`src/sv/script_token_scanner_unit_macros.svh`:
```
// ----------------------------------------------------------------------------
// script_token_scanner_unit_macros
// Assertion macros used by the token scanner RTL.
// ----------------------------------------------------------------------------
`ifndef SCRIPT_TOKEN_SCANNER_UNIT_MACROS_SVH
`define SCRIPT_TOKEN_SCANNER_UNIT_MACROS_SVH

// Same-cycle implication, disabled during reset.
`define STS_ASSERT_NOW(label, clk, rst_n, ante, cons, msg) \
    label: assert property (@(posedge clk) disable iff (!rst_n) (ante) |-> (cons)) \
        else $error(msg);

// Next-cycle implication, disabled during reset.
`define STS_ASSERT_NEXT(label, clk, rst_n, ante, cons, msg) \
    label: assert property (@(posedge clk) disable iff (!rst_n) (ante) |=> (cons)) \
        else $error(msg);

`endif

```
`src/sv/sts_pkg.sv`:
```
// ----------------------------------------------------------------------------
// sts_pkg
// Result word type and token and error codes of the token scanner.
// ----------------------------------------------------------------------------
`timescale 1ns / 1ps

package sts_pkg;

    localparam logic [2:0] KIND_IDENT  = 3'd0;
    localparam logic [2:0] KIND_NUMBER = 3'd1;
    localparam logic [2:0] KIND_STRING = 3'd2;
    localparam logic [2:0] KIND_EQUALS = 3'd3;
    localparam logic [2:0] KIND_SEP    = 3'd4;
    localparam logic [2:0] KIND_END    = 3'd5;
    localparam logic [2:0] KIND_ERROR  = 3'd6;

    localparam logic [2:0] ERR_NONE        = 3'd0;
    localparam logic [2:0] ERR_SIGN        = 3'd1;
    localparam logic [2:0] ERR_ESCAPE      = 3'd2;
    localparam logic [2:0] ERR_STR_NEWLINE = 3'd3;
    localparam logic [2:0] ERR_STR_END     = 3'd4;
    localparam logic [2:0] ERR_INVALID     = 3'd5;

    typedef struct packed {
        logic [2:0]  token_kind;
        logic [7:0]  content_byte;
        logic        has_byte;
        logic        token_first;
        logic        token_last;
        logic [31:0] start_line;
        logic [15:0] start_column;
        logic [2:0]  error_code;
        logic        last_of_item;
    } sts_result_t;

endpackage

```
`src/sv/sts_scan_core.sv`:
```
// ----------------------------------------------------------------------------
// sts_scan_core
// Scan mode machine and position counters; one text word per step, up to
// two result words out.
// ----------------------------------------------------------------------------
`timescale 1ns / 1ps

module sts_scan_core
    import sts_pkg::*;
#(
    parameter int LINE_BITS   = 32,
    parameter int COLUMN_BITS = 16
)
(
    input  logic        clk,
    input  logic        rst_n,
    input  logic        step,
    input  logic [7:0]  text_byte,
    input  logic        end_of_text,
    output sts_result_t res0,
    output sts_result_t res1,
    output logic [1:0]  res_count
);

    typedef enum logic [3:0] {
        MODE_IDLE,
        MODE_IDENT,
        MODE_NUMBER,
        MODE_PLUS,
        MODE_MINUS,
        MODE_STRING,
        MODE_ESCAPE,
        MODE_COMMENT,
        MODE_HALT
    } mode_t;

    localparam logic [7:0] CH_NUL   = 8'h00;
    localparam logic [7:0] CH_TAB   = 8'h09;
    localparam logic [7:0] CH_LF    = 8'h0A;
    localparam logic [7:0] CH_VT    = 8'h0B;
    localparam logic [7:0] CH_FF    = 8'h0C;
    localparam logic [7:0] CH_CR    = 8'h0D;
    localparam logic [7:0] CH_SPACE = 8'h20;
    localparam logic [7:0] CH_QUOTE = 8'h22;
    localparam logic [7:0] CH_HASH  = 8'h23;
    localparam logic [7:0] CH_APOS  = 8'h27;
    localparam logic [7:0] CH_PLUS  = 8'h2B;
    localparam logic [7:0] CH_MINUS = 8'h2D;
    localparam logic [7:0] CH_SEMI  = 8'h3B;
    localparam logic [7:0] CH_EQ    = 8'h3D;
    localparam logic [7:0] CH_BSL   = 8'h5C;
    localparam logic [7:0] CH_LOW_N = 8'h6E;
    localparam logic [7:0] CH_LOW_R = 8'h72;

    localparam logic [LINE_BITS-1:0]   LINE_MAX = {LINE_BITS{1'b1}};
    localparam logic [COLUMN_BITS-1:0] COL_MAX  = {COLUMN_BITS{1'b1}};
    localparam logic [LINE_BITS-1:0]   LINE_ONE = LINE_BITS'(1);
    localparam logic [COLUMN_BITS-1:0] COL_ONE  = COLUMN_BITS'(1);

    mode_t                  mode_reg, mode_next;
    logic                   acr_reg, acr_next;
    logic [LINE_BITS-1:0]   line_reg, line_next;
    logic [COLUMN_BITS-1:0] col_reg, col_next;
    logic [LINE_BITS-1:0]   tline_reg, tline_next;
    logic [COLUMN_BITS-1:0] tcol_reg, tcol_next;

    sts_result_t res_c [2];
    logic [1:0]  n_c;
    logic        rescan;
    logic [7:0]  esc_val;
    logic        esc_ok;

    function automatic logic is_alpha(input logic [7:0] b);
        return (b >= 8'h41 && b <= 8'h5A) || (b >= 8'h61 && b <= 8'h7A) || b == 8'h5F;
    endfunction

    function automatic logic is_digit(input logic [7:0] b);
        return b >= 8'h30 && b <= 8'h39;
    endfunction

    function automatic sts_result_t mk(
        input logic [2:0]             kind,
        input logic [7:0]             data,
        input logic                   has,
        input logic                   first,
        input logic                   last,
        input logic [LINE_BITS-1:0]   line,
        input logic [COLUMN_BITS-1:0] col,
        input logic [2:0]             err
    );
        sts_result_t r;
        r.token_kind   = kind;
        r.content_byte = data;
        r.has_byte     = has;
        r.token_first  = first;
        r.token_last   = last;
        r.start_line   = 32'(line);
        r.start_column = 16'(col);
        r.error_code   = err;
        r.last_of_item = 1'b0;
        return r;
    endfunction

    always_comb
    begin
        mode_next  = mode_reg;
        acr_next   = acr_reg;
        line_next  = line_reg;
        col_next   = col_reg;
        tline_next = tline_reg;
        tcol_next  = tcol_reg;
        res_c[0]   = '0;
        res_c[1]   = '0;
        n_c        = 2'd0;
        rescan     = 1'b0;
        esc_ok     = 1'b1;
        esc_val    = text_byte;

        if (step && mode_reg != MODE_HALT)
        begin
            if (end_of_text)
            begin
                unique case (mode_reg) inside
                    MODE_IDENT, MODE_NUMBER:
                    begin
                        res_c[n_c[0]] = mk((mode_reg == MODE_IDENT) ? KIND_IDENT : KIND_NUMBER,
                            8'h00, 1'b0, 1'b0, 1'b1, tline_next, tcol_next, ERR_NONE);
                        n_c = n_c + 2'd1;
                        tline_next = line_reg;
                        tcol_next  = col_reg;
                        res_c[n_c[0]] = mk(KIND_END, 8'h00, 1'b0, 1'b1, 1'b1,
                            tline_next, tcol_next, ERR_NONE);
                        n_c = n_c + 2'd1;
                    end
                    MODE_PLUS, MODE_MINUS, MODE_STRING, MODE_ESCAPE:
                    begin
                        tline_next = line_reg;
                        tcol_next  = col_reg;
                        res_c[n_c[0]] = mk(KIND_ERROR, 8'h00, 1'b0, 1'b1, 1'b1,
                            tline_next, tcol_next,
                            (mode_reg == MODE_STRING) ? ERR_STR_END :
                            (mode_reg == MODE_ESCAPE) ? ERR_ESCAPE : ERR_SIGN);
                        n_c = n_c + 2'd1;
                    end
                    default:
                    begin
                        // idle or inside a comment: plain end token
                        tline_next = line_reg;
                        tcol_next  = col_reg;
                        res_c[n_c[0]] = mk(KIND_END, 8'h00, 1'b0, 1'b1, 1'b1,
                            tline_next, tcol_next, ERR_NONE);
                        n_c = n_c + 2'd1;
                    end
                endcase
                mode_next = MODE_HALT;
            end
            else if (acr_reg && text_byte == CH_LF)
            begin
                // drop the LF of a CR LF pair
                acr_next = 1'b0;
            end
            else
            begin
                unique case (mode_reg) inside
                    MODE_IDLE:
                        rescan = 1'b1;
                    MODE_IDENT, MODE_NUMBER:
                    begin
                        if (is_digit(text_byte) || (mode_reg == MODE_IDENT && is_alpha(text_byte)))
                        begin
                            res_c[n_c[0]] = mk((mode_reg == MODE_IDENT) ? KIND_IDENT : KIND_NUMBER,
                                text_byte, 1'b1, 1'b0, 1'b0, tline_next, tcol_next, ERR_NONE);
                            n_c = n_c + 2'd1;
                        end
                        else
                        begin
                            res_c[n_c[0]] = mk((mode_reg == MODE_IDENT) ? KIND_IDENT : KIND_NUMBER,
                                8'h00, 1'b0, 1'b0, 1'b1, tline_next, tcol_next, ERR_NONE);
                            n_c = n_c + 2'd1;
                            mode_next = MODE_IDLE;
                            rescan = 1'b1;
                        end
                    end
                    MODE_PLUS, MODE_MINUS:
                    begin
                        if (is_digit(text_byte))
                        begin
                            res_c[n_c[0]] = mk(KIND_NUMBER,
                                (mode_reg == MODE_PLUS) ? CH_PLUS : CH_MINUS,
                                1'b1, 1'b1, 1'b0, tline_next, tcol_next, ERR_NONE);
                            n_c = n_c + 2'd1;
                            res_c[n_c[0]] = mk(KIND_NUMBER, text_byte, 1'b1, 1'b0, 1'b0,
                                tline_next, tcol_next, ERR_NONE);
                            n_c = n_c + 2'd1;
                            mode_next = MODE_NUMBER;
                        end
                        else
                        begin
                            tline_next = line_reg;
                            tcol_next  = col_reg;
                            res_c[n_c[0]] = mk(KIND_ERROR, 8'h00, 1'b0, 1'b1, 1'b1,
                                tline_next, tcol_next, ERR_SIGN);
                            n_c = n_c + 2'd1;
                            mode_next = MODE_HALT;
                        end
                    end
                    MODE_STRING:
                    begin
                        if (text_byte == CH_QUOTE)
                        begin
                            res_c[n_c[0]] = mk(KIND_STRING, 8'h00, 1'b0, 1'b0, 1'b1,
                                tline_next, tcol_next, ERR_NONE);
                            n_c = n_c + 2'd1;
                            mode_next = MODE_IDLE;
                        end
                        else if (text_byte == CH_BSL)
                        begin
                            mode_next = MODE_ESCAPE;
                        end
                        else if (text_byte == CH_LF || text_byte == CH_CR)
                        begin
                            tline_next = line_reg;
                            tcol_next  = col_reg;
                            res_c[n_c[0]] = mk(KIND_ERROR, 8'h00, 1'b0, 1'b1, 1'b1,
                                tline_next, tcol_next, ERR_STR_NEWLINE);
                            n_c = n_c + 2'd1;
                            mode_next = MODE_HALT;
                        end
                        else
                        begin
                            res_c[n_c[0]] = mk(KIND_STRING, text_byte, 1'b1, 1'b0, 1'b0,
                                tline_next, tcol_next, ERR_NONE);
                            n_c = n_c + 2'd1;
                        end
                    end
                    MODE_ESCAPE:
                    begin
                        if (text_byte == CH_BSL || text_byte == CH_QUOTE || text_byte == CH_APOS)
                            esc_val = text_byte;
                        else if (text_byte == CH_LOW_N)
                            esc_val = CH_LF;
                        else if (text_byte == CH_LOW_R)
                            esc_val = CH_CR;
                        else
                            esc_ok = 1'b0;
                        if (esc_ok)
                        begin
                            res_c[n_c[0]] = mk(KIND_STRING, esc_val, 1'b1, 1'b0, 1'b0,
                                tline_next, tcol_next, ERR_NONE);
                            n_c = n_c + 2'd1;
                            mode_next = MODE_STRING;
                        end
                        else
                        begin
                            tline_next = line_reg;
                            tcol_next  = col_reg;
                            res_c[n_c[0]] = mk(KIND_ERROR, 8'h00, 1'b0, 1'b1, 1'b1,
                                tline_next, tcol_next, ERR_ESCAPE);
                            n_c = n_c + 2'd1;
                            mode_next = MODE_HALT;
                        end
                    end
                    MODE_COMMENT:
                    begin
                        if (text_byte == CH_LF || text_byte == CH_CR)
                        begin
                            mode_next = MODE_IDLE;
                            rescan = 1'b1;
                        end
                    end
                    default:
                        mode_next = MODE_HALT;
                endcase

                // scan the byte as the start of a new token
                if (rescan)
                begin
                    tline_next = line_reg;
                    tcol_next  = col_reg;
                    if (text_byte == CH_NUL || text_byte == CH_SPACE || text_byte == CH_TAB
                        || text_byte == CH_VT || text_byte == CH_FF)
                    begin
                        mode_next = MODE_IDLE;
                    end
                    else if (text_byte == CH_HASH)
                    begin
                        mode_next = MODE_COMMENT;
                    end
                    else if (is_alpha(text_byte) || is_digit(text_byte))
                    begin
                        res_c[n_c[0]] = mk(is_alpha(text_byte) ? KIND_IDENT : KIND_NUMBER,
                            text_byte, 1'b1, 1'b1, 1'b0, tline_next, tcol_next, ERR_NONE);
                        n_c = n_c + 2'd1;
                        mode_next = is_alpha(text_byte) ? MODE_IDENT : MODE_NUMBER;
                    end
                    else if (text_byte == CH_PLUS)
                    begin
                        mode_next = MODE_PLUS;
                    end
                    else if (text_byte == CH_MINUS)
                    begin
                        mode_next = MODE_MINUS;
                    end
                    else if (text_byte == CH_QUOTE)
                    begin
                        res_c[n_c[0]] = mk(KIND_STRING, 8'h00, 1'b0, 1'b1, 1'b0,
                            tline_next, tcol_next, ERR_NONE);
                        n_c = n_c + 2'd1;
                        mode_next = MODE_STRING;
                    end
                    else if (text_byte == CH_EQ || text_byte == CH_SEMI
                        || text_byte == CH_LF || text_byte == CH_CR)
                    begin
                        res_c[n_c[0]] = mk((text_byte == CH_EQ) ? KIND_EQUALS : KIND_SEP,
                            8'h00, 1'b0, 1'b1, 1'b1, tline_next, tcol_next, ERR_NONE);
                        n_c = n_c + 2'd1;
                        mode_next = MODE_IDLE;
                    end
                    else
                    begin
                        res_c[n_c[0]] = mk(KIND_ERROR, 8'h00, 1'b0, 1'b1, 1'b1,
                            tline_next, tcol_next, ERR_INVALID);
                        n_c = n_c + 2'd1;
                        mode_next = MODE_HALT;
                    end
                end

                acr_next = (text_byte == CH_CR);
                if (mode_next != MODE_HALT)
                begin
                    if (text_byte == CH_LF || text_byte == CH_CR)
                    begin
                        if (line_reg < LINE_MAX)
                            line_next = line_reg + LINE_ONE;
                        col_next = COL_ONE;
                    end
                    else if (col_reg < COL_MAX)
                    begin
                        col_next = col_reg + COL_ONE;
                    end
                end
            end
        end

        if (n_c == 2'd1)
            res_c[0].last_of_item = 1'b1;
        else if (n_c == 2'd2)
            res_c[1].last_of_item = 1'b1;
    end

    assign res0      = res_c[0];
    assign res1      = res_c[1];
    assign res_count = n_c;

    always_ff @(posedge clk or negedge rst_n)
    begin
        if (!rst_n)
        begin
            mode_reg  <= MODE_IDLE;
            acr_reg   <= 1'b0;
            line_reg  <= LINE_ONE;
            col_reg   <= COL_ONE;
            tline_reg <= LINE_ONE;
            tcol_reg  <= COL_ONE;
        end
        else
        begin
            mode_reg  <= mode_next;
            acr_reg   <= acr_next;
            line_reg  <= line_next;
            col_reg   <= col_next;
            tline_reg <= tline_next;
            tcol_reg  <= tcol_next;
        end
    end

endmodule

```
`src/sv/sts_result_fifo.sv`:
```
// ----------------------------------------------------------------------------
// sts_result_fifo
// Four-word result queue; takes up to two words a cycle, gives one while rd_ready is high.
// ----------------------------------------------------------------------------
`timescale 1ns / 1ps

module sts_result_fifo
    import sts_pkg::*;
(
    input  logic        clk,
    input  logic        rst_n,
    input  logic [1:0]  wr_count,
    input  sts_result_t wr_data0,
    input  sts_result_t wr_data1,
    input  logic        rd_ready,
    output logic        rd_valid,
    output sts_result_t rd_data,
    output logic        room_for_two
);

    sts_result_t mem [4];
    logic [1:0]  wr_ptr_reg, wr_ptr_next;
    logic [1:0]  rd_ptr_reg, rd_ptr_next;
    logic [2:0]  count_reg, count_next;
    logic        rd_fire;

    assign rd_valid     = (count_reg != 3'd0);
    assign rd_data      = mem[rd_ptr_reg];
    assign rd_fire      = rd_valid && rd_ready;
    assign room_for_two = (count_reg <= 3'd2);

    always_comb
    begin
        wr_ptr_next = wr_ptr_reg + wr_count;
        rd_ptr_next = rd_ptr_reg + {1'b0, rd_fire};
        count_next  = count_reg + {1'b0, wr_count} - {2'b00, rd_fire};
    end

    always_ff @(posedge clk)
    begin
        if (wr_count != 2'd0)
            mem[wr_ptr_reg] <= wr_data0;
        if (wr_count == 2'd2)
            mem[wr_ptr_reg + 2'd1] <= wr_data1;
    end

    always_ff @(posedge clk or negedge rst_n)
    begin
        if (!rst_n)
        begin
            wr_ptr_reg <= 2'd0;
            rd_ptr_reg <= 2'd0;
            count_reg  <= 3'd0;
        end
        else
        begin
            wr_ptr_reg <= wr_ptr_next;
            rd_ptr_reg <= rd_ptr_next;
            count_reg  <= count_next;
        end
    end

endmodule

```
`src/sv/script_token_scanner_unit.sv`:
```
// ----------------------------------------------------------------------------
// script_token_scanner_unit
// Streaming tokenizer: one text byte per word in, token words out.
// ----------------------------------------------------------------------------
// Path: input register, then scan step, then the registered result queue.
// Throughput: one text word per cycle while each word causes at most one
//   result and the output does not stall; two results of one word leave
//   in turn on the single output port, which drains a four-word result queue.
// Reset: rst_n clears the input register, queue and scan mode at once; the
//   line and column counters start at 1.
`timescale 1ns / 1ps

`include "script_token_scanner_unit_macros.svh"

module script_token_scanner_unit
    import sts_pkg::*;
#(
    parameter int LINE_BITS   = 32,
    parameter int COLUMN_BITS = 16
)
(
    input  logic        clk,
    input  logic        rst_n,
    // text input
    input  logic        s_tvalid,
    output logic        s_tready,
    input  logic [7:0]  s_tdata,   // [7:0] text_byte
    input  logic [0:0]  s_tuser,   // [0] end_of_text
    // token output
    output logic        m_tvalid,
    input  logic        m_tready,
    // [7:0] content_byte, [8] has_byte, [9] token_first, [41:10] start_line,
    // [57:42] start_column, [60:58] error_code, [61] last_of_item, [63:62] zero
    output logic [63:0] m_tdata,
    output logic [2:0]  m_tuser,   // [2:0] token_kind
    output logic        m_tlast    // token_last
);

    // input register: holds one text word until the queue has room for two
    logic        in_valid_reg, in_valid_next;
    logic [7:0]  in_byte_reg;
    logic        in_eot_reg;
    logic        s_fire;
    logic        step;
    logic        room_for_two;

    sts_result_t res0, res1, out_word;
    logic [1:0]  res_count;

    assign step     = in_valid_reg && room_for_two;
    assign s_tready = !in_valid_reg || room_for_two;
    assign s_fire   = s_tvalid && s_tready;

    always_comb
    begin
        in_valid_next = in_valid_reg;
        if (s_fire)
            in_valid_next = 1'b1;
        else if (step)
            in_valid_next = 1'b0;
    end

    always_ff @(posedge clk or negedge rst_n)
    begin
        if (!rst_n)
            in_valid_reg <= 1'b0;
        else
            in_valid_reg <= in_valid_next;
    end

    // payload needs no reset
    always_ff @(posedge clk)
    begin
        if (s_fire)
        begin
            in_byte_reg <= s_tdata;
            in_eot_reg  <= s_tuser[0];
        end
    end

    // scan one word: mode update and up to two result words
    sts_scan_core #(
        .LINE_BITS   (LINE_BITS),
        .COLUMN_BITS (COLUMN_BITS)
    ) u_core (
        .clk         (clk),
        .rst_n       (rst_n),
        .step        (step),
        .text_byte   (in_byte_reg),
        .end_of_text (in_eot_reg),
        .res0        (res0),
        .res1        (res1),
        .res_count   (res_count)
    );

    // result queue: parts the scanner from output stalls
    sts_result_fifo u_fifo (
        .clk          (clk),
        .rst_n        (rst_n),
        .wr_count     (res_count),
        .wr_data0     (res0),
        .wr_data1     (res1),
        .rd_ready     (m_tready),
        .rd_valid     (m_tvalid),
        .rd_data      (out_word),
        .room_for_two (room_for_two)
    );

    assign m_tuser = out_word.token_kind;
    assign m_tlast = out_word.token_last;
    assign m_tdata = {2'b00,
                      out_word.last_of_item,
                      out_word.error_code,
                      out_word.start_column,
                      out_word.start_line,
                      out_word.token_first,
                      out_word.has_byte,
                      out_word.content_byte};

    // results appear only on a scan step
    `STS_ASSERT_NOW(a_no_result_without_step, clk, rst_n, !step, res_count == 2'd0, "result without step")
    // the second of two results closes the item, the first does not
    `STS_ASSERT_NOW(a_pair_order, clk, rst_n, res_count == 2'd2, res1.last_of_item && !res0.last_of_item, "bad item end mark")
    // error code set exactly on error words
    `STS_ASSERT_NOW(a_error_code, clk, rst_n, m_tvalid, (m_tuser == KIND_ERROR) == (out_word.error_code != ERR_NONE), "error code mismatch")
    // an accepted word is held in the input register
    `STS_ASSERT_NEXT(a_in_held, clk, rst_n, s_fire, in_valid_reg, "accepted word lost")

endmodule

```
`config.mk`:
```
export PLATFORM = sky130hd
export DESIGN_NAME = script_token_scanner_unit
export DESIGN_NICKNAME = d
export VERILOG_FILES = /design/src/sv/sts_pkg.sv /design/src/sv/sts_scan_core.sv /design/src/sv/sts_result_fifo.sv /design/src/sv/script_token_scanner_unit.sv
export VERILOG_INCLUDE_DIRS = /design/src /design/src/sv
export SDC_FILE = /design/constraint.sdc
export NUM_CORES = 1
export LEC_CHECK = 0
export ABC_AREA = 1
export BUFFER_PORTS_ARGS = -buffer_cell sky130_fd_sc_hd__buf_2
export CAP_MARGIN = 0
export CORE_MARGIN = 1.5
export CORE_UTILIZATION = 39
export DETAILED_ROUTE_END_ITERATION = 8
export PLACE_DENSITY_LB_ADDON = 0.08
export SKIP_LAST_GASP = 1
export SLEW_MARGIN = 20
export SYNTH_ARGS = -nofsm -noshare
export SYNTH_HDL_FRONTEND = slang
export SYNTH_SLANG_ARGS = --single-unit
export TNS_END_PERCENT = 5
```
`constraint.sdc`:
```
create_clock -name clk -period 8.7 [get_ports clk]
set_input_delay 1.74 -clock clk [delete_from_list [all_inputs] [get_ports clk]]
set_output_delay 1.74 -clock clk [all_outputs]
set_load 0.005 [all_outputs]
```
---- Word level (Yosys, flattened, before mapping) ----
Memories as Yosys holds them, arrays and structs flattened.
Cells that the tools add are included.
word-level totals
  flip-flop bits (word level) ............. 118
  RAM bits ................................ 264
  bits of input ports ..................... 13
  output and inout port bits .............. 70
  word-level logic and storage cells ...... 236
  memories ................................ 1
cells by class
  add/subtract/negate cells ............... 8
  magnitude comparators ................... 11
  eq/ne operators ......................... 34
  mux-type cells .......................... 125
  bitwise operators ....................... 3
  reduce and logical (&&, ||, !) cells .... 42
memory list
  name        depth  bits a word  read ports  clocked after Yosys merged registers in  write ports  RTL line               source
  u_fifo.mem  4      66           1           0                                        2            sts_result_fifo.sv:21  sts_result_t mem [4];
operators with widths
  kind                     number
  $mux W132                11
  $mux W66                 14
  $bwmux W132              4
  $pmux W66 S4             1
  $mux W32                 8
  $mux W16                 10
  $pmux W66 S2             1
  $pmux W32 S3             1
  $mux W4                  20
  $demux W66 S1            1
  $eq A8 B6 Y1 const B     8
  $mux W64                 1
  $mux W63                 1
  $pmux W16 S3             1
  $eq A8 B4 Y1 const B     5
  $mux W2                  17
  $add A32 B1 Y32 const B  1
  $eq A8 B7 Y1 const B     4
  $lt A32 B32 Y1 const B   1
  $ne A4 B4 Y1 const B     7
  $mux W1                  25
  $mux W8                  3
  $pmux W4 S6              1
  $add A16 B1 Y16 const B  1
  other kinds (39)         76

---- Longest topological paths before layout ----
Gate-level depths: netlist of run 1.
  depth in word-level cells ............... 27
  mapped depth ............................ 22
  depth with buffers taken out ............ 19

---- Modules after synthesis ----
From an unflattened synthesis of run 1, not the netlist that was laid out.
second synthesis, totals
  cell total of the unflattened synthesis .. 3,210
  area total of the unflattened synthesis .. 24,068.1 µm²
modules (own cells, without submodules)
  module                     times used  cells an instance  area an instance (µm²)
  sts_result_fifo            1           1,413              13,380.3
  sts_scan_core              1           1,777              10,346.2
  script_token_scanner_unit  1           20                 341.6

---- Worst setup path before layout of run 1 ----
OpenSTA, ideal clock, no wires.
  path type ............................... register to register
  start point ............................. register u_core.mode_reg[2]
  end point ............................... memory u_fifo.mem[1][0] (netlist name) (enable)
  arrival time ............................ 4,142 ps
  data required time ...................... 8,274 ps
  setup slack ............................. 4,132 ps
  cell stages (with the launch flop) ...... 20
  period minus slack after synthesis ...... 4,568 ps
  cells stage by stage .................... dfrtp_1 > nor2_1 > nand2_1 > o21ai_1 > nand2_2 > nand2_2 > buf_2 > buf_1 > ha_1 > inv_1 > nor3_1 > nor2_1 > nand2_1 > nand3_1 > nand2_1 > nand2_2 > buf_6 > nand3_4 > buf_2 > nand2_1
RTL lines
  what                    RTL line               source
  from (decl)             sts_scan_core.sv:60    mode_t mode_reg, mode_next;
  from (signal assigned)  sts_scan_core.sv:368   mode_reg <= mode_next;
  to (decl)               sts_result_fifo.sv:21

==> impl_metrics.json, run 1 <==
{
  "dr_total_vias": 23890,
  "clkTransAtPathRegs_ps": 60,
  "cap_violations": 0,
  "path_cells": "nand2_2 -> nor2_1 -> nand2_1 -> buf_4 -> a21oi_4 -> nand2_2 -> inv_2 -> ha_1 -> nor2_1 -> nand4_1 -> nand2_1 -> nand2_1 -> a21oi_4 -> buf_12 -> inv_1 -> nand2_1 -> nand2_1 -> nand2_4 -> buf_4",
  "end_kind": "register",
  "die_h_um": 254.8,
  "cp_common_cell": "nand2_1",
  "synth_top_family_by_area": "simple AND/OR/NAND/NOR gates",
  "fmax_ghz": 0.1755,
  "setup_viol": 0,
  "first_global_vias": 21860,
  "synthMuxAreaShare_pct": 0,
  "via_per_inst": 5.813,
  "antenna_found_initial": 0,
  "numCtsBuffers": 45,
  "num-nets-final": 3253,
  "clockBufferDepth": 3,
  "start_kind": "register",
  "h-tree-depth": 2,
  "worstSkewPairLatency_ps": 610,
  "yosys.area_share.simple_pct": 33.63,
  "fp.dieArea_mm2": 0.06494,
  "wl_per_cell_um": 22.84,
  "io_pins": 83,
  "mostFrequentLayoutCells": "1161 x nand2_1, 273 x edfxtp_1, 267 x nor2_1",
  "ys_seq_area_share_pct": 44.19,
  "dr.pass1.iters": 6,
  "cp.buffers_inverters": 5,
  "synth.distinct_cells": 47,
  "coreArea_mm2": 0.06285,
  "critPathSlowestCell": "buf_4",
  "fin_crit_ps": 5700,
  "status": "finished clean",
  "ys_ff_latch": 382,
  "hold_viol": 0,
  "synthAdderAreaFrac_pct": 0.5868,
  "yosysTopAreaCell": "edfxtp_1",
  "die_w_um": 254.8,
  "period_share_pct": 65.51,
  "grt_pass1_wl_um": 140800,
  "power_leakage_uw": 0.01062,
  "slowest_delay_ps": 680,
  "tightest_slew_ps": 1163,
  "cpLargestDelayFamily": "buffers and inverters",
  "postCtsHoldBufs": 0,
  "grt_use_total_pct": 28.65,
  "rsz0062_at_grt": "false",
  "critical_path_required_ps": 8920,
  "gp_congestion": 0.9298,
  "cts_num_sinks": 382,
  "criticalPathCategory": "reg2reg",
  "avgSynthCellArea_um2": 7.445,
  "post-cts-setup-buffers": 0,
  "maxSlewHeadroom_pct": 21.89,
  "fin_setup_tns_ps": 0,
  "drive_gt1_share_pct": 8.885,
  "p_per_area_mw_per_mm2": 227.8,
  "synth_area_leaders": "edfxtp_1 33%, nand2_1 18%, dfrtp_1 11%",
  "crit_arrival_ps": 5920,
  "worstHoldPathType": "reg2reg",
  "root_buffer": "clkbuf_16",
  "io_buffers": 80,
  "critPathMaxFanout": 202,
  "rows": 92,
  "drt_iter0_drc": 2792,
  "slew_violations": 0,
  "grt_max_degree": 203,
  "area_growth_pct": 8.210,
  "largest_reg_flops": 264,
  "synth_warnings": 0,
  "final_common_cell": "nand2_1",
  "rrSetupSlack_ps": 3000,
  "hold_slack_ps": 503.2,
  "ant_nets": 0,
  "skew_ps": 18.63,
  "route.detailed.drc": 0,
  "start_util_pct": 39.35,
  "n_antenna_cell": 0,
  "synth_top_area_share_pct": 33.14,
  "synth-compound-area-share_pct": 12.54,
  "ctsResizeCount": 0,
  "totalWireLength_um": 93880,
  "synth_cells": 3322,
  "hpwl_um": 58550,
  "cts_tree": "yes",
  "synth_xor_area_share_pct": 1.133,
  "syn_area_mm2": 0.02473,
  "ir_worst_vdd_mv": 0.2067,
  "grt_overflow": 0
}
[worst paths after layout]
path,start,end,depth (start not counted)
max in group asynchronous,rst_n,u_fifo.rd_ptr_reg[0],2
setup / recovery,in_byte_reg[3],u_fifo.mem[2][26],19
min in group asynchronous,rst_n,u_core.tline_reg[1],1
setup reg to reg,in_byte_reg[3],u_fifo.mem[2][26],19
hold / removal,u_core.tline_reg[0],u_core.tline_reg[0],2
hold reg to reg,u_core.tline_reg[0],u_core.tline_reg[0],2
[cell families (layout without fill, tap and decap cells)]
| group | count (synthesis) | count (layout) |
|---|---|---|
| AND/OR/NAND/NOR | 1927 | 1927 |
| AO/OA/AOI/OAI | 530 | 530 |
| buffers and inverters | 439 | 380 |
| flip-flops | 382 | 382 |
| XOR/XNOR | 32 | 32 |
| adder cells (fa/ha/maj) | 11 | 11 |
| other | 1 | 2 |
[synthesized netlist by cell type (all sizes together)]
| cell type | n |
|---|---|
| nand2 | 1184 |
| nor2 | 278 |
| edfxtp | 273 |
| o21ai | 260 |
| nand4 | 257 |
| inv | 175 |
| nand3 | 156 |
| buf | 139 |
| clkbuf | 120 |
| a21oi | 111 |
| dfrtp | 105 |
| o22ai | 73 |
| a22oi | 38 |
| nor3 | 37 |
| o211ai | 36 |
| xor2 | 30 |
| ha | 10 |
| nor4 | 8 |
| a31oi | 7 |
| or2 | 6 |
| clkinv | 5 |
| dfstp | 4 |
| o31ai | 2 |
| xnor2 | 2 |
| a211oi | 1 |
| a21boi | 1 |
| conb | 1 |
| fa | 1 |
| nor3b | 1 |
| o2111ai | 1 |
[power breakdown]
part           switching [uW]  internal, uW  total (uW)
clock                     821          1090        1910
sequential                105          2110        2210
combinational            1470           500        1970
[final cells by class]
class | instances | area, um2
fillers | 6385 | 36090
multi-input cells | 2502 | 11940
flip-flops and latches | 382 | 10940
clock buffers | 60 | 1244
well taps | 846 | 1059
repair buffers | 118 | 704.4
inverters | 180 | 676.9
clock inverters | 22 | 202.7
[layer usage]
metal	GRT usage, %	wire length, um	vias to the layer above
li1	-	-	11130
met1	42.71	43160	11520
met2	42.72	40380	1105
met3	5.309	8553	131
met4	6.762	1781	0
met5	0	0	-
[through the flow]
step	cells	setup WS, ps	utilization (%)	area, um2	power (uW)
final	4110	3000	42.58	26760	6096
after CTS	4110	2973	42.58	26760	6141
after global placement	4028	3074	40.26	25300	4209
after floorplan	3323	4132	-	24740	3412
after global routing	4110	2621	42.58	26760	6389
after detailed placement	4028	2984	40.28	25310	4226
[worst register-to-register path: stages (launching register included)]
cell	delay, ps
edfxtp_1	540
nand2_2	190
nor2_1	70
nand2_1	60
buf_4	490
a21oi_4	190
nand2_2	410
inv_2	210
ha_1	320
nor2_1	100
nand4_1	90
nand2_1	120
nand2_1	90
a21oi_4	150
buf_12	490
inv_1	380
nand2_1	190
nand2_1	130
nand2_4	360
buf_4	680
(Power assumes the default switching activity.)
==> inputs of run 2 (changes only) <==
==> constraint.sdc (replaced) <==
create_clock -name clk -period 5.6 [get_ports clk]
set_input_delay 1.12 -clock clk [delete_from_list [all_inputs] [get_ports clk]]
set_output_delay 1.12 -clock clk [all_outputs]
set_load 0.005 [all_outputs]
==> impl_metrics.json, run 2 (synthesis results as in run 1) <==
{
  "power_leakage_uw": 0.01086,
  "rsz0062_at_grt": "false",
  "rrSetupSlack_ps": 890,
  "first_global_vias": 22880,
  "num-nets-final": 3289,
  "cp.buffers_inverters": 3,
  "dr.pass1.iters": 7,
  "via_per_inst": 5.845,
  "start_kind": "register",
  "startpoint": "u_core.mode_reg[3]",
  "h-tree-depth": 2,
  "die_w_um": 254.8,
  "critPathMaxFanout": 68,
  "slew_violations": 0,
  "path_cells": "nor2_1 -> nand2_1 -> o21ai_1 -> nand2_2 -> nand2_2 -> inv_2 -> ha_1 -> nor2_1 -> nand4_1 -> nand2_1 -> nand2_1 -> a21oi_4 -> buf_4 -> buf_4 -> nand4_1 -> nand2_1",
  "end_kind": "register",
  "route.detailed.drc": 0,
  "grt_max_degree": 97,
  "drive_gt1_share_pct": 9.903,
  "coreArea_mm2": 0.06285,
  "antenna_found_initial": 3,
  "clockBufferDepth": 3,
  "tightest_slew_ps": 1128,
  "worstHoldStart": "u_core.tline_reg[0]",
  "dr_total_vias": 24260,
  "die_h_um": 254.8,
  "gp_congestion": 0.9204,
  "period_share_pct": 84.14,
  "rows": 92,
  "grt_busiest_layer": "met2",
  "maxSlewHeadroom_pct": 24.55,
  "fin_crit_ps": 4712,
  "fp.dieArea_mm2": 0.06494,
  "status": "finished clean",
  "use_met3_pct": 4.749,
  "clkTransAtPathRegs_ps": 60,
  "postCtsHoldBufs": 0,
  "cts_num_sinks": 382,
  "grt_util_met1_pct": 42.76,
  "critPathSlowestCell": "buf_4",
  "io_pins": 83,
  "min_delay_path_depth": 2,
  "wl_per_cell_um": 23.55,
  "skew_ps": 15.01,
  "fmax_ghz": 0.2122,
  "cap_violations": 0,
  "root_buffer": "clkbuf_16",
  "r2r_cells": 16,
  "ctsResizeCount": 0,
  "io_buffers": 80,
  "worstReg2RegEnd": "u_fifo.mem[0][20]",
  "largest_reg_flops": 264,
  "fin_setup_tns_ps": 0,
  "final_common_cell": "nand2_1",
  "seq_area_mm2": 0.01094,
  "grt_overflow": 0,
  "hold_slack_ps": 511.1,
  "totalWireLength_um": 97720,
  "cts_tree": "yes",
  "p_per_area_mw_per_mm2": 364.8,
  "slowest_delay_ps": 690,
  "area_growth_pct": 9.940,
  "cp_common_cell": "nand2_1",
  "grt_pass1_wl_um": 147000,
  "grt_use_total_pct": 29.96,
  "hpwl_um": 62110,
  "worstSkewPairLatency_ps": 590,
  "multi_input_area_mm2": 0.01193,
  "criticalPathCategory": "reg2reg",
  "setup_viol": 0,
  "r2r_start": "u_core.mode_reg[3]",
  "worstHoldPathType": "reg2reg",
  "ant_nets": 0,
  "numCtsBuffers": 47,
  "min_to": "u_core.tline_reg[0]",
  "post-cts-setup-buffers": 0,
  "hold_viol": 0,
  "grt_use_met2_pct": 46.72,
  "start_util_pct": 39.35,
  "fillCellCount": 6377,
  "cpLargestDelayFamily": "simple AND/OR/NAND/NOR gates",
  "drt_iter0_drc": 2535,
  "crit_arrival_ps": 5170,
  "mostFrequentLayoutCells": "1161 x nand2_1, 273 x edfxtp_1, 268 x nor2_1",
  "critical_path_required_ps": 6060,
  "ir_worst_vdd_mv": 0.2776
}
## run 2: stage by stage
step / worst slack, ps / std cells / total power (uW) / cell area [um2] / utilization [%]
after CTS: 1100 / 4148 / 9935 / 27190 / 43.26
final: 888.3 / 4150 / 9918 / 27190 / 43.27
after floorplan: 1032 / 3323 / 5301 / 24740 / -
after detailed placement: 1088 / 4062 / 6832 / 25650 / 40.81
after global routing: 718.2 / 4148 / 10310 / 27190 / 43.26
after global placement: 1067 / 4062 / 6816 / 25650 / 40.81
## run 2: how the worst max path moves through the flow
| stage | slack (ps) | cells after the start | endpoint |
|---|---|---|---|
| after floorplan | 1030 | 19 | u_fifo.mem[1][0] |
| after global placement | 1070 | 16 | u_fifo.mem[3][20] |
| after detailed placement | 1090 | 16 | u_fifo.mem[0][20] |
| after CTS | 1100 | 16 | u_fifo.mem[2][22] |
| after global routing | 720 | 16 | u_fifo.mem[1][17] |
| final | 890 | 16 | u_fifo.mem[0][20] |
## run 2: tightest hold or removal path: cells and delay by family (launching register included)
family / cells / cell delay (ps)
flops: 1 / 390
simple gates: 1 / 60
compound gates: 1 / 60
## run 2: report_power, final
| group | switching, uW | internal [uW] | leakage (uW) |
|---|---|---|---|
| Combinational | 2540 | 839 | 0.00609 |
| Clock | 1280 | 1840 | 0.000754 |
| Sequential | 159 | 3270 | 0.00401 |
| Total | 3970 | 5940 | 0.0109 |
## run 2: per-layer routing
| layer | wire length, um | part of all wire (%) |
|---|---|---|
| met1 | 43800 | 45 |
| met2 | 43590 | 45 |
| met3 | 7699 | 7.9 |
| met4 | 2599 | 2.7 |
| met5 | 27 | 0.028 |
## run 2: area by class of cell
type                    count  share of cell area (%)
flip-flops and latches    382                   40.22
multi-input cells        2502                   43.88
clock inverters            18                  0.5982
inverters                 180                   2.494
well taps                 846                   3.893
diodes                      2                 0.01841
repair buffers            152                   3.837
clock buffers              68                   5.066
